File: src/sv/ihrg_pkg.sv
// ----------------------------------------------------------------------------
// ihrg_pkg
// shared widths, entry kind codes and the row summary passed between the
// coupling pipeline and the flip emitter
// ----------------------------------------------------------------------------
package ihrg_pkg;

    localparam int ROW_W   = 16;
    localparam int SIDE_W  = 3;
    localparam int COUP_W  = 7;
    localparam int FIELD_W = 6;
    localparam int SQ_W    = 2 * SIDE_W;

    // side length after reset, before clamping to the configured maximum
    localparam int SIDE_RST = 4;

    localparam logic KIND_DIAG = 1'b0;
    localparam logic KIND_FLIP = 1'b1;

    typedef struct packed {
        logic [ROW_W-1:0]          row;
        logic [SIDE_W-1:0]         side;
        logic signed [COUP_W-1:0]  coupling;
        logic signed [FIELD_W-1:0] field;
    } t_row_info;

    typedef struct packed {
        logic      valid;
        t_row_info info;
    } t_row_xfer;

endpackage

File: src/sv/ihrg_in_if.sv
// ----------------------------------------------------------------------------
// ihrg_in_if
// valid/ready channel that carries one basis-state row index
// ----------------------------------------------------------------------------
interface ihrg_in_if import ihrg_pkg::*; ();

    logic             valid;
    logic             ready;
    logic [ROW_W-1:0] row_index;

    modport source (output valid, output row_index, input ready);
    modport sink   (input valid, input row_index, output ready);

endinterface

File: src/sv/ihrg_out_if.sv
// ----------------------------------------------------------------------------
// ihrg_out_if
// valid/ready channel that carries one hamiltonian matrix entry
// ----------------------------------------------------------------------------
interface ihrg_out_if import ihrg_pkg::*; ();

    logic                      valid;
    logic                      ready;
    logic [ROW_W-1:0]          column;
    logic                      entry_kind;
    logic signed [COUP_W-1:0]  coupling_value;
    logic signed [FIELD_W-1:0] field_value;
    logic                      last_of_row;

    modport source (
        output valid, output column, output entry_kind, output coupling_value,
        output field_value, output last_of_row, input ready
    );
    modport sink (
        input valid, input column, input entry_kind, input coupling_value,
        input field_value, input last_of_row, output ready
    );

endinterface

File: src/sv/ising_hamiltonian_row_generator_unit.sv
// ----------------------------------------------------------------------------
// ising_hamiltonian_row_generator_unit
// generates one row of the 2d periodic transverse-field ising hamiltonian
// ----------------------------------------------------------------------------
// usage
//   i_row carries one basis-state index per transaction (valid/ready).
//   o_res carries the row's entries: first the diagonal entry with its bond
//   sum and field value, then N = L*L spin-flip entries in ascending column
//   order; last_of_row marks the final one.
//   i_cfg_we / i_cfg_data write the lattice side L; out-of-range values are
//   clamped to 2..MAX_SIDE. write only while no row is in flight.
// flow
//   after acceptance a row passes pipeline stages 1 to 4 and the emitter row
//   register before its diagonal entry is loaded into the output register.
//   each row gives N+1 output entries; the flip emitter hands out one entry
//   per cycle while the receiver holds ready high, which sets the sustained row
//   rate, while the pipeline already takes the following rows behind it.
// reset and stall
//   reset (synchronous, active low) empties the pipeline and output register
//   and sets L to min(4, MAX_SIDE). with ready held low by the receiver the output
//   entry holds, emitter and pipeline stop in place, i_row.ready drops once full.
// ----------------------------------------------------------------------------
module ising_hamiltonian_row_generator_unit import ihrg_pkg::*; #(
    parameter int MAX_SIDE = 4
) (
    input  logic              i_clk,
    input  logic              i_rst_n,
    ihrg_in_if.sink           i_row,
    ihrg_out_if.source        o_res,
    input  logic              i_cfg_we,
    input  logic [SIDE_W-1:0] i_cfg_data
);

    // reset side, already inside the legal range for this build
    localparam int SIDE_INIT = (MAX_SIDE < SIDE_RST) ? MAX_SIDE : SIDE_RST;

    logic [SIDE_W-1:0] r_side;
    logic [SIDE_W-1:0] n_side;

    t_row_xfer w_xfer;
    logic      w_xfer_ready;

    // clamp the side once at the write, so downstream logic only sees 2..MAX_SIDE
    always_comb begin
        priority if (i_cfg_data < SIDE_W'(2)) begin
            n_side = SIDE_W'(2);
        end else if (i_cfg_data > SIDE_W'(MAX_SIDE)) begin
            n_side = SIDE_W'(MAX_SIDE);
        end else begin
            n_side = i_cfg_data;
        end
    end

    always_ff @(posedge i_clk) begin
        if (!i_rst_n) begin
            r_side <= SIDE_W'(SIDE_INIT);
        end else if (i_cfg_we) begin
            r_side <= n_side;
        end
    end

    // masking, bond disagreement, counting, diagonal values
    ihrg_diag_pipe #(
        .MAX_SIDE (MAX_SIDE)
    ) u_diag_pipe (
        .i_clk        (i_clk),
        .i_rst_n      (i_rst_n),
        .i_row        (i_row),
        .i_side       (r_side),
        .o_xfer       (w_xfer),
        .i_xfer_ready (w_xfer_ready)
    );

    // diagonal, then one flip entry per unstalled cycle into the output register
    ihrg_flip_emit #(
        .MAX_SIDE (MAX_SIDE)
    ) u_flip_emit (
        .i_clk        (i_clk),
        .i_rst_n      (i_rst_n),
        .i_xfer       (w_xfer),
        .o_xfer_ready (w_xfer_ready),
        .o_res        (o_res)
    );

endmodule

File: src/sv/ihrg_diag_pipe.sv
// ----------------------------------------------------------------------------
// ihrg_diag_pipe
// four-stage pipeline that masks the row, finds disagreeing bonds, counts
// them and forms the diagonal coupling and field values
// ----------------------------------------------------------------------------
module ihrg_diag_pipe import ihrg_pkg::*; #(
    parameter int MAX_SIDE = 4
) (
    input  logic              i_clk,
    input  logic              i_rst_n,
    ihrg_in_if.sink           i_row,
    input  logic [SIDE_W-1:0] i_side,
    output t_row_xfer         o_xfer,
    input  logic              i_xfer_ready
);

    localparam int MAX_N   = MAX_SIDE * MAX_SIDE;
    localparam int BV_W    = 2 * MAX_N;
    localparam int GS      = 16;
    localparam int NG      = (BV_W + GS - 1) / GS;
    localparam int PAD_W   = NG * GS;
    localparam int PART_W  = $clog2(GS + 1);
    localparam int DCNT_W  = $clog2(BV_W + 1);
    localparam int ONES_W  = $clog2(ROW_W + 1);
    localparam int ACC_W   = (DCNT_W + 2 > COUP_W) ? DCNT_W + 2 : COUP_W;
    localparam int FACC_W  = 8;

    // stage enables
    logic w_en1, w_en2, w_en3, w_en4;

    // stage 1: masked row
    logic              r1_v;
    logic [ROW_W-1:0]  r1_row;
    logic [SIDE_W-1:0] r1_side;
    logic [SQ_W-1:0]   w_n0;
    logic [ROW_W-1:0]  w_mask;

    // stage 2: bond disagreement vector and spin count
    logic              r2_v;
    logic [ROW_W-1:0]  r2_row;
    logic [SIDE_W-1:0] r2_side;
    logic [ONES_W-1:0] r2_ones;
    logic [BV_W-1:0]   r2_diff;
    logic [MAX_N-1:0]  w_rowv;
    logic [BV_W-1:0]   w_diff [2:MAX_SIDE];
    logic [BV_W-1:0]   n2_diff;
    logic [ONES_W-1:0] n2_ones;

    // stage 3: partial counts
    logic              r3_v;
    logic [ROW_W-1:0]  r3_row;
    logic [SIDE_W-1:0] r3_side;
    logic [ONES_W-1:0] r3_ones;
    logic [PART_W-1:0] r3_part [NG];
    logic [PART_W-1:0] n3_part [NG];
    logic [PAD_W-1:0]  w_dpad;

    // stage 4: diagonal values
    logic              r4_v;
    t_row_info         r4_info;
    logic [DCNT_W-1:0] w_dcnt;
    logic [SQ_W-1:0]   w_sq;
    logic [ACC_W-1:0]  w_bonds;
    logic [ACC_W-1:0]  w_coup;
    logic [FACC_W-1:0] w_fld;

    assign w_en4 = !r4_v || i_xfer_ready;
    assign w_en3 = !r3_v || w_en4;
    assign w_en2 = !r2_v || w_en3;
    assign w_en1 = !r1_v || w_en2;

    assign i_row.ready = w_en1;

    // stage 1
    assign w_n0 = SQ_W'(i_side) * SQ_W'(i_side);

    always_comb begin
        for (int k = 0; k < ROW_W; k++) begin
            w_mask[k] = SQ_W'(k) < w_n0;
        end
    end

    // stage 2: spins as a vector over all possible sites
    for (genvar k = 0; k < MAX_N; k++) begin : g_rowv
        if (k < ROW_W) begin : g_in
            assign w_rowv[k] = r1_row[k];
        end else begin : g_zero
            assign w_rowv[k] = 1'b0;
        end
    end

    // per side length, the right and down bond of each site with fixed wiring
    for (genvar sv = 2; sv <= MAX_SIDE; sv++) begin : g_side
        localparam int NN = sv * sv;
        for (genvar i = 0; i < MAX_N; i++) begin : g_site
            if (i < NN) begin : g_live
                localparam int Q     = i + 1;
                localparam int RIGHT = (Q % sv == 0) ? Q + 1 - sv : Q + 1;
                localparam int DOWN  = (Q + sv > NN) ? (Q + sv) % NN : Q + sv;
                // the two skips only trigger on a 2 x 2 lattice
                if (RIGHT != Q - 1) begin : g_r
                    assign w_diff[sv][2*i] = w_rowv[NN-Q] ^ w_rowv[NN-RIGHT];
                end else begin : g_rs
                    assign w_diff[sv][2*i] = 1'b0;
                end
                if (DOWN != Q - sv) begin : g_d
                    assign w_diff[sv][2*i+1] = w_rowv[NN-Q] ^ w_rowv[NN-DOWN];
                end else begin : g_ds
                    assign w_diff[sv][2*i+1] = 1'b0;
                end
            end else begin : g_dead
                assign w_diff[sv][2*i]   = 1'b0;
                assign w_diff[sv][2*i+1] = 1'b0;
            end
        end
    end

    always_comb begin
        n2_diff = '0;
        for (int sv = 2; sv <= MAX_SIDE; sv++) begin
            if (r1_side == SIDE_W'(sv)) begin
                n2_diff = w_diff[sv];
            end
        end
        n2_ones = '0;
        for (int k = 0; k < ROW_W; k++) begin
            n2_ones = n2_ones + ONES_W'(r1_row[k]);
        end
    end

    // stage 3
    assign w_dpad = PAD_W'(r2_diff);

    always_comb begin
        for (int g = 0; g < NG; g++) begin
            n3_part[g] = '0;
            for (int b = 0; b < GS; b++) begin
                n3_part[g] = n3_part[g] + PART_W'(w_dpad[g*GS+b]);
            end
        end
    end

    // stage 4
    always_comb begin
        w_dcnt = '0;
        for (int g = 0; g < NG; g++) begin
            w_dcnt = w_dcnt + DCNT_W'(r3_part[g]);
        end
    end

    assign w_sq    = SQ_W'(r3_side) * SQ_W'(r3_side);
    assign w_bonds = (r3_side == SIDE_W'(2)) ? ACC_W'(4) : ACC_W'({w_sq, 1'b0});
    assign w_coup  = w_bonds - ACC_W'({w_dcnt, 1'b0});
    assign w_fld   = FACC_W'(w_sq) - FACC_W'({r3_ones, 1'b0});

    // valid bits
    always_ff @(posedge i_clk) begin
        if (!i_rst_n) begin
            r1_v <= 1'b0;
            r2_v <= 1'b0;
            r3_v <= 1'b0;
            r4_v <= 1'b0;
        end else begin
            if (w_en1) r1_v <= i_row.valid;
            if (w_en2) r2_v <= r1_v;
            if (w_en3) r3_v <= r2_v;
            if (w_en4) r4_v <= r3_v;
        end
    end

    // payload
    always_ff @(posedge i_clk) begin
        if (w_en1) begin
            r1_row  <= i_row.row_index & w_mask;
            r1_side <= i_side;
        end
        if (w_en2) begin
            r2_row  <= r1_row;
            r2_side <= r1_side;
            r2_ones <= n2_ones;
            r2_diff <= n2_diff;
        end
        if (w_en3) begin
            r3_row  <= r2_row;
            r3_side <= r2_side;
            r3_ones <= r2_ones;
            r3_part <= n3_part;
        end
        if (w_en4) begin
            r4_info.row      <= r3_row;
            r4_info.side     <= r3_side;
            r4_info.coupling <= w_coup[COUP_W-1:0];
            r4_info.field    <= w_fld[FIELD_W-1:0];
        end
    end

    assign o_xfer.valid = r4_v;
    assign o_xfer.info  = r4_info;

endmodule

File: src/sv/ihrg_flip_emit.sv
// ----------------------------------------------------------------------------
// ihrg_flip_emit
// expands one row summary into the diagonal entry and its spin-flip entries,
// one per cycle unless the output stalls, through a registered output stage
// ----------------------------------------------------------------------------
module ihrg_flip_emit import ihrg_pkg::*; #(
    parameter int MAX_SIDE = 4
) (
    input  logic      i_clk,
    input  logic      i_rst_n,
    input  t_row_xfer i_xfer,
    output logic      o_xfer_ready,
    ihrg_out_if.source o_res
);

    localparam int MAX_N = MAX_SIDE * MAX_SIDE;

    logic                      r_busy;
    logic                      r_diag;
    logic [ROW_W-1:0]          r_row;
    logic signed [COUP_W-1:0]  r_coup;
    logic signed [FIELD_W-1:0] r_field;
    logic [MAX_N-1:0]          r_pa;   // set bits still to clear
    logic [MAX_N-1:0]          r_pb;   // clear bits still to set

    logic                      r_o_valid;
    logic [ROW_W-1:0]          r_o_column;
    logic                      r_o_kind;
    logic signed [COUP_W-1:0]  r_o_coup;
    logic signed [FIELD_W-1:0] r_o_field;
    logic                      r_o_last;

    logic             w_out_load, w_emit, w_take, w_last, w_pa_any;
    logic [MAX_N-1:0] w_pa_rev, w_rev_iso, w_hi, w_lo, w_flip;
    logic [MAX_N-1:0] w_pa_nxt, w_pb_nxt;
    logic [MAX_N-1:0] w_in_rowv, w_in_nmask;
    logic [ROW_W-1:0] w_flip16;
    logic [SQ_W-1:0]  w_in_n;

    // highest pending set bit through a reversed lowest-bit isolate
    for (genvar k = 0; k < MAX_N; k++) begin : g_rev
        assign w_pa_rev[k] = r_pa[MAX_N-1-k];
        assign w_hi[k]     = w_rev_iso[MAX_N-1-k];
    end

    for (genvar k = 0; k < ROW_W; k++) begin : g_flip16
        if (k < MAX_N) begin : g_in
            assign w_flip16[k] = w_flip[k];
        end else begin : g_zero
            assign w_flip16[k] = 1'b0;
        end
    end

    for (genvar k = 0; k < MAX_N; k++) begin : g_inrow
        if (k < ROW_W) begin : g_in
            assign w_in_rowv[k] = i_xfer.info.row[k];
        end else begin : g_zero
            assign w_in_rowv[k] = 1'b0;
        end
        assign w_in_nmask[k] = SQ_W'(k) < w_in_n;
    end

    assign w_in_n    = SQ_W'(i_xfer.info.side) * SQ_W'(i_xfer.info.side);
    assign w_rev_iso = w_pa_rev & (~w_pa_rev + MAX_N'(1));
    assign w_lo      = r_pb & (~r_pb + MAX_N'(1));
    assign w_pa_any  = |r_pa;
    assign w_flip    = w_pa_any ? w_hi : w_lo;
    assign w_pa_nxt  = r_pa & ~w_hi;
    assign w_pb_nxt  = r_pb & ~w_lo;

    always_comb begin
        priority if (r_diag) begin
            w_last = (r_pa == '0) && (r_pb == '0);
        end else if (w_pa_any) begin
            w_last = (w_pa_nxt == '0) && (r_pb == '0);
        end else begin
            w_last = (w_pb_nxt == '0);
        end
    end

    assign w_out_load   = !r_o_valid || o_res.ready;
    assign w_emit       = r_busy && w_out_load;
    assign o_xfer_ready = !r_busy || (w_emit && w_last);
    assign w_take       = i_xfer.valid && o_xfer_ready;

    // control, a new row wins over the end of the current one
    always_ff @(posedge i_clk) begin
        if (!i_rst_n) begin
            r_busy    <= 1'b0;
            r_diag    <= 1'b0;
            r_o_valid <= 1'b0;
        end else begin
            if (w_out_load) r_o_valid <= r_busy;
            if (w_take) begin
                r_busy <= 1'b1;
                r_diag <= 1'b1;
            end else if (w_emit) begin
                r_diag <= 1'b0;
                if (w_last) r_busy <= 1'b0;
            end
        end
    end

    // payload
    always_ff @(posedge i_clk) begin
        if (w_emit) begin
            r_o_last <= w_last;
            if (r_diag) begin
                r_o_column <= r_row;
                r_o_kind   <= KIND_DIAG;
                r_o_coup   <= r_coup;
                r_o_field  <= r_field;
            end else begin
                r_o_column <= r_row ^ w_flip16;
                r_o_kind   <= KIND_FLIP;
                r_o_coup   <= '0;
                r_o_field  <= '0;
            end
        end
        if (w_take) begin
            r_row   <= i_xfer.info.row;
            r_coup  <= i_xfer.info.coupling;
            r_field <= i_xfer.info.field;
            r_pa    <= w_in_rowv;
            r_pb    <= ~w_in_rowv & w_in_nmask;
        end else if (w_emit && !r_diag) begin
            if (w_pa_any) r_pa <= w_pa_nxt;
            else          r_pb <= w_pb_nxt;
        end
    end

    assign o_res.valid          = r_o_valid;
    assign o_res.column         = r_o_column;
    assign o_res.entry_kind     = r_o_kind;
    assign o_res.coupling_value = r_o_coup;
    assign o_res.field_value    = r_o_field;
    assign o_res.last_of_row    = r_o_last;

endmodule
File: src/flat_wrapper.sv
// flat-port wrapper written by rule: the top's interface ports become plain ports
module ising_hamiltonian_row_generator_unit_flat import ihrg_pkg::*;
#(
    parameter int MAX_SIDE = 4
)
  (i_clk, i_rst_n, i_cfg_we, i_cfg_data, i_row_valid, i_row_row_index, i_row_ready, o_res_valid, o_res_column, o_res_entry_kind, o_res_coupling_value, o_res_field_value, o_res_last_of_row, o_res_ready);
  ihrg_in_if i_row_i ();
  ihrg_out_if o_res_i ();
  input  logic i_clk;
  input  logic i_rst_n;
  input  logic i_cfg_we;
  input  logic [SIDE_W-1:0] i_cfg_data;
  input wire logic [$bits(i_row_i.valid)-1:0] i_row_valid;
  input wire logic [$bits(i_row_i.row_index)-1:0] i_row_row_index;
  output wire logic [$bits(i_row_i.ready)-1:0] i_row_ready;
  output wire logic [$bits(o_res_i.valid)-1:0] o_res_valid;
  output wire logic [$bits(o_res_i.column)-1:0] o_res_column;
  output wire logic [$bits(o_res_i.entry_kind)-1:0] o_res_entry_kind;
  output wire logic [$bits(o_res_i.coupling_value)-1:0] o_res_coupling_value;
  output wire logic [$bits(o_res_i.field_value)-1:0] o_res_field_value;
  output wire logic [$bits(o_res_i.last_of_row)-1:0] o_res_last_of_row;
  input wire logic [$bits(o_res_i.ready)-1:0] o_res_ready;
  assign i_row_i.valid = i_row_valid;
  assign i_row_i.row_index = i_row_row_index;
  assign i_row_ready = i_row_i.ready;
  assign o_res_valid = o_res_i.valid;
  assign o_res_column = o_res_i.column;
  assign o_res_entry_kind = o_res_i.entry_kind;
  assign o_res_coupling_value = o_res_i.coupling_value;
  assign o_res_field_value = o_res_i.field_value;
  assign o_res_last_of_row = o_res_i.last_of_row;
  assign o_res_i.ready = o_res_ready;
  ising_hamiltonian_row_generator_unit #(.MAX_SIDE(MAX_SIDE)) u_core (.i_clk(i_clk), .i_rst_n(i_rst_n), .i_row(i_row_i), .o_res(o_res_i), .i_cfg_we(i_cfg_we), .i_cfg_data(i_cfg_data));
endmodule
File: config.mk
export PLATFORM = sky130hd
export DESIGN_NAME = ising_hamiltonian_row_generator_unit_flat
export DESIGN_NICKNAME = d
export VERILOG_FILES = /design/src/sv/ihrg_pkg.sv /design/src/sv/ihrg_in_if.sv /design/src/sv/ihrg_out_if.sv /design/src/sv/ising_hamiltonian_row_generator_unit.sv /design/src/sv/ihrg_diag_pipe.sv /design/src/sv/ihrg_flip_emit.sv /design/src/flat_wrapper.sv
export SDC_FILE = /design/constraint.sdc
export NUM_CORES = 1
export LEC_CHECK = 0
export BUFFER_PORTS_ARGS = -buffer_cell sky130_fd_sc_hd__buf_2
export CORE_ASPECT_RATIO = 2
export CORE_UTILIZATION = 30
export CTS_CLUSTER_DIAMETER = 30
export CTS_CLUSTER_SIZE = 14
export DETAILED_ROUTE_END_ITERATION = 12
export PLACE_DENSITY = 0.54
export SLEW_MARGIN = 5
export SYNTH_ARGS = -nofsm -noshare
export SYNTH_HDL_FRONTEND = slang
export SYNTH_SLANG_ARGS = --single-unit
File: constraint.sdc
create_clock -name i_clk -period 7.36 [get_ports i_clk]
set_input_delay 1.104 -clock i_clk [delete_from_list [all_inputs] [get_ports i_clk]]
set_output_delay 1.104 -clock i_clk [all_outputs]
set_load 0.05 [all_outputs]
==> results of run 1 <==
report_power, final:
part / switching (mW) / leakage, nW / internal [mW] / total (mW)
Combinational: 0.511 / 2.24 / 0.454 / 0.965
Clock: 0.638 / 0.567 / 1.04 / 1.68
Sequential: 0.0797 / 2.45 / 1.73 / 1.81
area by class of cell:
cell class / count / area share, %
well taps: 463 / 4.29
flip-flops and latches: 239 / 52.4
inverters: 89 / 2.47
repair buffers: 68 / 2.76
clock inverters: 23 / 2.24
clock buffers: 38 / 6.57
multi-input cells: 498 / 29.3
placed cells by master, fill, tap and decap left out, types with 13 or more instances in the layout:
cell	netlist	final
buf_2	1	55
nor2_1	57	57
inv_1	89	89
nand2_1	36	36
o22ai_1	19	19
fa_1	33	33
ha_1	32	32
xnor2_1	54	54
xor2_1	25	25
mux2i_1	19	19
edfxtp_1	229	229
buf_4	1	13
a21oi_1	21	21
and2_1	31	31
o21ai_0	15	15
nor2b_1	20	20
clkbuf_16	0	35
flip-flops by register name, summed over array words and instances (netlist names), 3 cells and up:
register                                 count
u_core.r_side                                3
u_core.u_diag_pipe.o_xfer                   30
u_core.u_diag_pipe.r1_row                   16
u_core.u_diag_pipe.r1_side                   3
u_core.u_diag_pipe.r2_diff                  32
u_core.u_diag_pipe.r2_ones                   5
u_core.u_diag_pipe.r2_row                   16
u_core.u_diag_pipe.r2_side                   3
u_core.u_diag_pipe.r3_ones                   5
u_core.u_diag_pipe.r3_part                  10
u_core.u_diag_pipe.r3_row                   16
u_core.u_diag_pipe.r3_side                   3
u_core.u_flip_emit.o_res.column             16
u_core.u_flip_emit.o_res.coupling_value      6
u_core.u_flip_emit.o_res.field_value         6
u_core.u_flip_emit.r_coup                    6
u_core.u_flip_emit.r_field                   6
u_core.u_flip_emit.r_pa                     16
u_core.u_flip_emit.r_pb                     16
u_core.u_flip_emit.r_row                    16
synth_stat cells (4+ instances only):
cell / n
nor3_1: 8
a32oi_1: 7
or4_1: 6
xnor2_1: 54
buf_6: 4
o21a_1: 9
a21o_1: 12
mux2i_1: 19
ha_1: 32
mux2_2: 6
nor2b_1: 20
mux2_4: 4
nand3_1: 7
o22ai_1: 19
nand4_1: 7
or2_2: 7
nor4_1: 9
fa_1: 33
a21boi_0: 4
buf_1: 6
clkbuf_1: 25
dfxtp_1: 10
inv_1: 89
and2_1: 31
nor2_1: 57
edfxtp_1: 229
nand2_1: 36
xor2_1: 25
o21ai_0: 15
a21oi_1: 21
nand2b_1: 9
through the flow:
stage | total power [mW] | util, % | cell area (um2) | hold WS (ns) | instances
6_report | 4.45 | 35.6 | 13500 | 0.416 | 1418
5_1_grt | 4.72 | 35.6 | 13500 | 0.419 | 1418
4_1_cts | 4.53 | 35.6 | 13500 | 0.418 | 1418
3_5_place_dp | 2.84 | 32.5 | 12300 | 0.405 | 1357
3_3_place_gp | 2.81 | 32.5 | 12300 | 0.401 | 1357
2_1_floorplan | 2.58 | - | 11500 | 0.400 | 864
cells by family (layout without fill, tap and decap cells):
| kind of cell | after synthesis | in the layout |
|---|---|---|
| other | 1 | 1 |
| adder cells (fa/ha/maj) | 68 | 68 |
| AND/OR/NAND/NOR | 214 | 214 |
| XOR/XNOR | 79 | 79 |
| AO/OA/AOI/OAI | 107 | 107 |
| multiplexers | 29 | 29 |
| buffers and inverters | 127 | 218 |
| flip-flops | 239 | 239 |
routing by layer:
layer  routed length, um  share of wire, %  GRT usage, %
met5                   0                 0             0
met4                1370               5.6          7.97
met2               14500                60          27.0
met1                7510                31          10.8
met3                 852               3.5          1.95
path summary, 6_finish.rpt:
path,start,end,slack [ns],depth (start not counted)
setup / recovery,u_core.u_flip_emit.r_pa[15]$_SDFFCE_PN0P_,i_row_ready,1.71,10
hold / removal,u_core.u_diag_pipe.r3_row[5]$_DFFE_PP_,u_core.u_diag_pipe.o_xfer[21]$_DFFE_PP_,0.42,0
setup reg to reg,u_core.u_flip_emit.r_pa[15]$_SDFFCE_PN0P_,u_core.u_flip_emit.r_pb[15]$_DFFE_PP_,2.55,9
hold reg to reg,u_core.u_diag_pipe.r3_row[5]$_DFFE_PP_,u_core.u_diag_pipe.o_xfer[21]$_DFFE_PP_,0.42,0
==> flow_summary.ini, run 1 <==
[sta]
rsz0062_at_grt = no
period_minus_slack_ns = 5.65
setup_viol = 0
slew_headroom_pct = 24.9
timing.final.crit_share_pct = 76.7
fmaxAchievable_mhz = 177
slew_violations = 0
hold_viol = 0
timing.final.ws_setup_ns = 1.71
fin_skew_ns = 0.0221
worstMarginPinSlew_ns = 1.12
setup-tns-final_ns = 0

[place]
gp_congestion = 0.887
preCtsSetupSlack_ns = 2.25
io_buffer_count = 55
dp_hpwl_mm = 18.5

[run]
maxCapViolations = 0

[yosys]
syn_area_per_cell_um2 = 13.4
synth_compound_area_share_pct = 6.18
synth_flop_cell = edfxtp_1
syn_area_um2 = 11500
syn_inst = 864
synthTopCellsByArea = edfxtp_1 60%, fa_1 5.7%, xnor2_1 4.1%, ha_1 3.5%, inv_1 2.9%
synthXorXnorAreaFrac_pct = 5.99
synth_nets = 953
synth-seq-area-share_pct = 61.3
ys_types = 61
synth_adder_area_share_pct = 9.45
yosysWarnings = 0
synth-simple-area-share_pct = 9.74
ys_ff_latch = 239
synth_mux_area_share_pct = 2.75
yosysTopAreaCell = edfxtp_1
synth_top_family_by_area = simple AND/OR/NAND/NOR gates
yosys.area.top_type_share_pct = 59.6
synth_edf_count = 229
synthArstFlopShare_pct = 0

[cts]
clkTransAtPathRegs_ns = 0.06
cts_max_level = 2
cts_sinks = 239
cts_resized = 0
postCtsSetupBuffers = 0
cts_tree = yes
cts_hold_buf = 0
clock_path_buffers = 3
cts_root_buf = clkbuf_16
cts_made_buffers = 34
clkLatencyLatePin_ns = 0.52

[cells_and_area]
seq_area_um2 = 7080
fill_cells = 3651
multi_input_area_um2 = 3960
n_antenna_cell = 0
syn2layout_area_growth_pct = 17.0
drive_above_1_share_pct = 15.6
final_nets = 1019

[critical_path]
critPathLaunchType = flip-flop
crit_family = simple AND/OR/NAND/NOR gates
path_class = reg -> out
required_ns = 6.26
worst_path_most_repeated_cell = or4_1
cp-end-kind = output pin
cp_slowest_cell = or4_1
worstPathArrival_ns = 4.54
path_max_fanout = 20
worst-path-buf-inv = 2
cp_slowest_stage_delay_ns = 0.70
crit_chain = or4_1 > or4_4 > a21oi_1 > nand4b_1 > or4_1 > a31o_1 > and3_1 > nand4_1 > buf_4 > buf_2

[die]
die_h_um = 279
die_x_um = 141
dieArea_um2 = 39300
core-area_um2 = 37900
pin_count = 57
core.rowCount = 101
start_util_pct = 30.5

[routing]
via_per_inst = 4.63
drt-wirelength-per-cell_um = 17.1
dr.pass1.iters = 4
drtIter0Drc = 273
routed_wl_mm = 24.2
vias = 6563
drc_errors = 0
ant_nets = 0

[grt]
gr-total-overflow = 0
antenna_found_initial = 0
globalRouteTotalUtil_pct = 12.9
grt_start_max_net_pins = 57
grt_pass1_vias = 6897
grt_pass1_wl_mm = 38.1

[power_and_ir_drop]
irDropWorstVdd_mv = 0.175
power_density_nw_per_um2 = 329
p_leak_nw = 5.26

[run_status]
status = complete, no violations

[hold_path]
hold_path_class = reg -> reg
Power figures use the tool's default switching activity.
==> run 2: changes to the inputs <==
==> constraint.sdc (replaced) <==
create_clock -name i_clk -period 5.4 [get_ports i_clk]
set_input_delay 0.81 -clock i_clk [delete_from_list [all_inputs] [get_ports i_clk]]
set_output_delay 0.81 -clock i_clk [all_outputs]
set_load 0.05 [all_outputs]
==> run 2 against run 1 <==
Routed wire length down 1.3%. Sequential share of layout area unchanged. Critical endpoint unchanged. Via count up 0.21%. Design area unchanged. Non-clock buffer count up 6. Sequential cell count unchanged. Register-to-register slack worse by 1.5 ns. Global-route usage down 0.25 points. Largest power group unchanged. Utilization unchanged. Power up 35%.
==> flow_summary.ini, run 2 (same netlist as run 1, synthesis figures left out) <==
[cts]
postCtsSetupBuffers = 0
cts_resized = 0
clkLatencyLatePin_ns = 0.55
cts_made_buffers = 30
cts_hold_buf = 0
clkTransAtPathRegs_ns = 0.06
cts_tree = yes
cts_sinks = 239
cts_max_level = 1
cts_root_buf = clkbuf_16
clock_path_buffers = 3

[sta]
timing.hold.ws_ns = 0.414
setup_viol = 0
fmaxAchievable_mhz = 196
slew_headroom_pct = 26.1
slew_violations = 0
hold_viol = 0
timing.final.crit_share_pct = 94.3
setup-tns-final_ns = 0
fin_skew_ns = 0.00931
timing.final.ws_setup_ns = 0.307
rsz0062_at_grt = no
worstMarginPinSlew_ns = 1.10
period_minus_slack_ns = 5.09

[place]
preCtsSetupSlack_ns = 0.896
io_buffer_count = 55
dp_hpwl_mm = 18.2
place_inst = 1363
gp_congestion = 0.879
dpl_cell_area_um2 = 12400

[cells_and_area]
layout_common_cells = 229 x edfxtp_1, 89 x inv_1, 57 x nor2_1, 55 x buf_2, 54 x xnor2_1
final_nets = 1021
final_common_cell = edfxtp_1
final_cells = 1419
final_util_pct = 35.6
fill_cells = 3674
final_area_um2 = 13500
n_antenna_cell = 0
largest_reg_flops = 32
drive_above_1_share_pct = 15.8
top_register = u_core.u_diag_pipe.r2_diff
syn2layout_area_growth_pct = 17.0

[die]
core.rowCount = 101
start_util_pct = 30.5
die_x_um = 141
die_h_um = 279
pin_count = 57
core-area_um2 = 37900
dieArea_um2 = 39300

[power_and_ir_drop]
p_clk_share_pct = 36.9
switching_share_pct = 27.0
power_frac_seq_pct = 40.8
p_int_mw = 4.40
power_mw = 6.03
p_leak_nw = 5.29
power_density_nw_per_um2 = 446
irDropWorstVdd_mv = 0.224
net-switching-power_mw = 1.63
combPwrFrac_pct = 22.3

[critical_path]
r2r-start = u_core.u_flip_emit.r_pa[13]$_DFFE_PP_
r2r_cells = 10
worstPathArrival_ns = 4.28
cp-end-kind = output pin
required_ns = 4.59
path_max_fanout = 9
r2r-end = u_core.u_flip_emit.r_pb[14]$_DFFE_PP_
reg2reg_slack_ns = 1.07
path_class = reg -> out
critPathLaunchType = flip-flop

[routing]
drc_errors = 0
drtIter0Drc = 353
vias = 6577
via_per_inst = 4.63
dr.pass1.iters = 4
drt-wirelength-per-cell_um = 16.9
routed_wl_mm = 23.9
ant_nets = 0

[grt]
gr-total-overflow = 0
antenna_found_initial = 0
grt_pass1_vias = 7005
grt_start_max_net_pins = 57
globalRouteTotalUtil_pct = 12.7
grt_pass1_wl_mm = 37.7

[run_status]
status = complete, no violations

[hold_path]
min_path_cells = 0
hold_path_class = reg -> reg
min_from = u_core.u_diag_pipe.r2_side[0]$_DFFE_PP_
min_to = u_core.u_diag_pipe.r3_side[0]$_DFFE_PP_

[run]
maxCapViolations = 0
==> run 2: worst max path at each step <==
stage | end | slack, ns | startpoint
5_1_grt | i_row_ready | 0.08 | u_core.u_flip_emit.r_pa[15]$_SDFFCE_PN0P_
4_1_cts | i_row_ready | 0.28 | u_core.u_flip_emit.r_pa[13]$_DFFE_PP_
2_1_floorplan | u_core.u_diag_pipe.r2_diff[0]$_DFFE_PP_ | 0.75 | u_core.u_flip_emit.r_pa[13]$_DFFE_PP_
6_report | i_row_ready | 0.31 | u_core.u_flip_emit.r_pa[13]$_DFFE_PP_
3_3_place_gp | i_row_ready | 0.90 | u_core.u_flip_emit.r_pa[12]$_DFFE_PP_
3_5_place_dp | i_row_ready | 0.90 | u_core.u_flip_emit.r_pa[15]$_SDFFCE_PN0P_
==> run 2: critical path, cell delays in order (launching register included) <==
cell and delay (ns):
edfxtp_1 0.45, or4_1 0.74, or4_4 0.64, nor4_2 0.28, nor2_1 0.08, or4_1 0.51
a31o_1 0.30, and3_1 0.27, nand4_1 0.16, buf_2 0.29
==> run 2: final cells by class <==
class / instances / area, um2 / share of cell area [%]
Timing Repair Buffer: 74 / 430 / 3.19
Multi-Input combinational cell: 498 / 3960 / 29.3
Inverter: 89 / 334 / 2.47
Tap cell: 463 / 579 / 4.29
Sequential cell: 239 / 7080 / 52.4
Clock inverter: 22 / 335 / 2.48
Clock buffer: 34 / 797 / 5.90
==> run 2: routing by layer <==
metal | up-vias | routed length, um | global-route usage [%]
li1 | 3179 | - | -
met1 | 3191 | 7510 | 10.7
met2 | 147 | 14400 | 26.6
met3 | 60 | 801 | 1.71
met4 | 0 | 1200 | 7.80
met5 | - | 0 | 0
==> run 2: power groups by stage <==
| stage | combinational (mW) | sequential, mW | clock [mW] |
|---|---|---|---|
| 6_report | 1.34 | 2.46 | 2.23 |
| 4_1_cts | 1.39 | 2.46 | 2.29 |
| 3_3_place_gp | 1.35 | 2.50 | 0 |
| 2_1_floorplan | 1.06 | 2.46 | 0 |
| 5_1_grt | 1.57 | 2.48 | 2.34 |
| 3_5_place_dp | 1.38 | 2.50 | 0 |
==> run 3: changes to the inputs <==
--- a/config.mk
+++ b/config.mk
@@ -8,6 +8,7 @@
 export BUFFER_PORTS_ARGS = -buffer_cell sky130_fd_sc_hd__buf_2
 export CORE_ASPECT_RATIO = 2
 export CORE_UTILIZATION = 30
+export CTS_BUF_LIST = sky130_fd_sc_hd__clkbuf_16
 export CTS_CLUSTER_DIAMETER = 30
 export CTS_CLUSTER_SIZE = 14
 export DETAILED_ROUTE_END_ITERATION = 12
==> run 3 against run 2 <==
Final cell count is the same. Clock power is essentially flat. Fmax is essentially flat. Via count is the same. Clock skew is essentially flat. Sequential cell count is the same. Register-to-register slack is essentially flat. Sequential power is essentially flat. Die area is the same. Design area is essentially flat. Worst hold slack is essentially flat. Worst setup slack is essentially flat.
==> flow_summary.ini, run 3 (same netlist as run 1, synthesis figures left out) <==
[cts]
cts_resized = 0
clkTransAtPathRegs_ns = 0.06
cts_tree = yes
clock_path_buffers = 3
cts_max_level = 1
cts_root_buf = clkbuf_16
clkLatencyLatePin_ns = 0.55
postCtsSetupBuffers = 0
cts_made_buffers = 30
cts_hold_buf = 0
cts_sinks = 239

[critical_path]
worst_path_most_repeated_cell = or4_1
r2r-start = u_core.u_flip_emit.r_pa[13]$_DFFE_PP_
cp-end-kind = output pin
path_class = reg -> out
required_ns = 4.59
worst-path-buf-inv = 1
critPathLaunchType = flip-flop
crit_chain = or4_1 > or4_4 > nor4_2 > nor2_1 > or4_1 > a31o_1 > and3_1 > nand4_1 > buf_2
reg2reg_slack_ns = 1.07
crit_family = simple AND/OR/NAND/NOR gates
path_max_fanout = 9
cp_slowest_cell = or4_1
r2r_cells = 10
cp_slowest_stage_delay_ns = 0.74
worstPathArrival_ns = 4.28
r2r-end = u_core.u_flip_emit.r_pb[14]$_DFFE_PP_
cp.depth = 9

[grt]
gr-total-overflow = 0
grt_start_max_net_pins = 57
antenna_found_initial = 0
globalRouteTotalUtil_pct = 12.7
grt_pass1_wl_mm = 37.7
grt_pass1_vias = 7005

[sta]
rsz0062_at_grt = no
setup-tns-final_ns = 0
timing.final.crit_share_pct = 94.3
period_minus_slack_ns = 5.09
slew_violations = 0
hold_viol = 0
slew_headroom_pct = 26.1
setup_viol = 0
fin_skew_ns = 0.00935
fmaxAchievable_mhz = 196
worstMarginPinSlew_ns = 1.10

[place]
io_buffer_count = 55
gp_congestion = 0.879
place_inst = 1363
dp_hpwl_mm = 18.2
dpl_cell_area_um2 = 12400

[die]
dieArea_um2 = 39300
die_h_um = 279
die_x_um = 141
pin_count = 57
start_util_pct = 30.5
core.rowCount = 101
core-area_um2 = 37900

[routing]
drc_errors = 0
drtIter0Drc = 352
dr.pass1.iters = 4
drt-wirelength-per-cell_um = 16.9
via_per_inst = 4.63
ant_nets = 0
vias = 6577
routed_wl_mm = 23.9

[cells_and_area]
n_antenna_cell = 0
final_common_cell = edfxtp_1
final_nets = 1021
syn2layout_area_growth_pct = 16.9
final_area_um2 = 13500
layout_common_cells = 229 x edfxtp_1, 91 x inv_1, 57 x nor2_1, 55 x buf_2, 54 x xnor2_1
top_register = u_core.u_diag_pipe.r2_diff
drive_above_1_share_pct = 15.7
final_cells = 1419
largest_reg_flops = 32
final_util_pct = 35.6

[power_and_ir_drop]
power_density_nw_per_um2 = 445
p_leak_nw = 5.29
power_mw = 6.01
irDropWorstVdd_mv = 0.224

[hold_path]
min_to = u_core.u_diag_pipe.r3_side[0]$_DFFE_PP_
min_path_cells = 0
min_from = u_core.u_diag_pipe.r2_side[0]$_DFFE_PP_
hold_path_class = reg -> reg

[run_status]
status = complete, no violations

[run]
maxCapViolations = 0
## run 3: worst max path at each step
stage	startpoint	end
6_report	u_core.u_flip_emit.r_pa[13]$_DFFE_PP_	i_row_ready
5_1_grt	u_core.u_flip_emit.r_pa[15]$_SDFFCE_PN0P_	i_row_ready
4_1_cts	u_core.u_flip_emit.r_pa[13]$_DFFE_PP_	i_row_ready
3_5_place_dp	u_core.u_flip_emit.r_pa[15]$_SDFFCE_PN0P_	i_row_ready
3_3_place_gp	u_core.u_flip_emit.r_pa[12]$_DFFE_PP_	i_row_ready
2_1_floorplan	u_core.u_flip_emit.r_pa[13]$_DFFE_PP_	u_core.u_diag_pipe.r2_diff[0]$_DFFE_PP_
## run 3: routing by layer
| metal | vias to the layer above | share of wire, % | track usage (%) | wire length, um |
|---|---|---|---|---|
| li1 | 3180 | - | - | - |
| met4 | 0 | 5.0 | 7.80 | 1200 |
| met5 | - | 0 | 0 | 0 |
| met2 | 147 | 60 | 26.6 | 14400 |
| met3 | 60 | 3.3 | 1.71 | 801 |
| met1 | 3190 | 31 | 10.7 | 7520 |
## run 3: area by class of cell
class	count	area (um2)
repair buffers	74	430
fillers	3676	24400
clock buffers	31	776
well taps	463	579
multi-input cells	498	3960
clock inverters	25	347
inverters	89	334
flip-flops and latches	239	7080
## run 3: worst register-to-register path: cells and delay by family, from the launching register on
kind / cells / cell delay (ns)
AND/OR/NAND/NOR: 5 / 2.25
buffers and inverters: 2 / 0.77
AO/OA/AOI/OAI: 2 / 0.47
multiplexers: 1 / 0.13
flip-flops: 1 / 0.45
## run 3: through the flow
step	setup slack [ns]	hold WS [ns]
detailed placement	0.896	0.405
CTS	0.281	0.414
global route	0.0808	0.418
global placement	0.897	0.402
floorplan	0.754	0.400
finish	0.307	0.414
## run 3: report_power, final
part           switching (mW)  internal [mW]  total, mW  leakage (nW)
combinational           0.713          0.628       1.34          2.28
clock                   0.808           1.40       2.21         0.561
sequential              0.104           2.36       2.46          2.45
total                    1.62           4.38       6.01          5.29
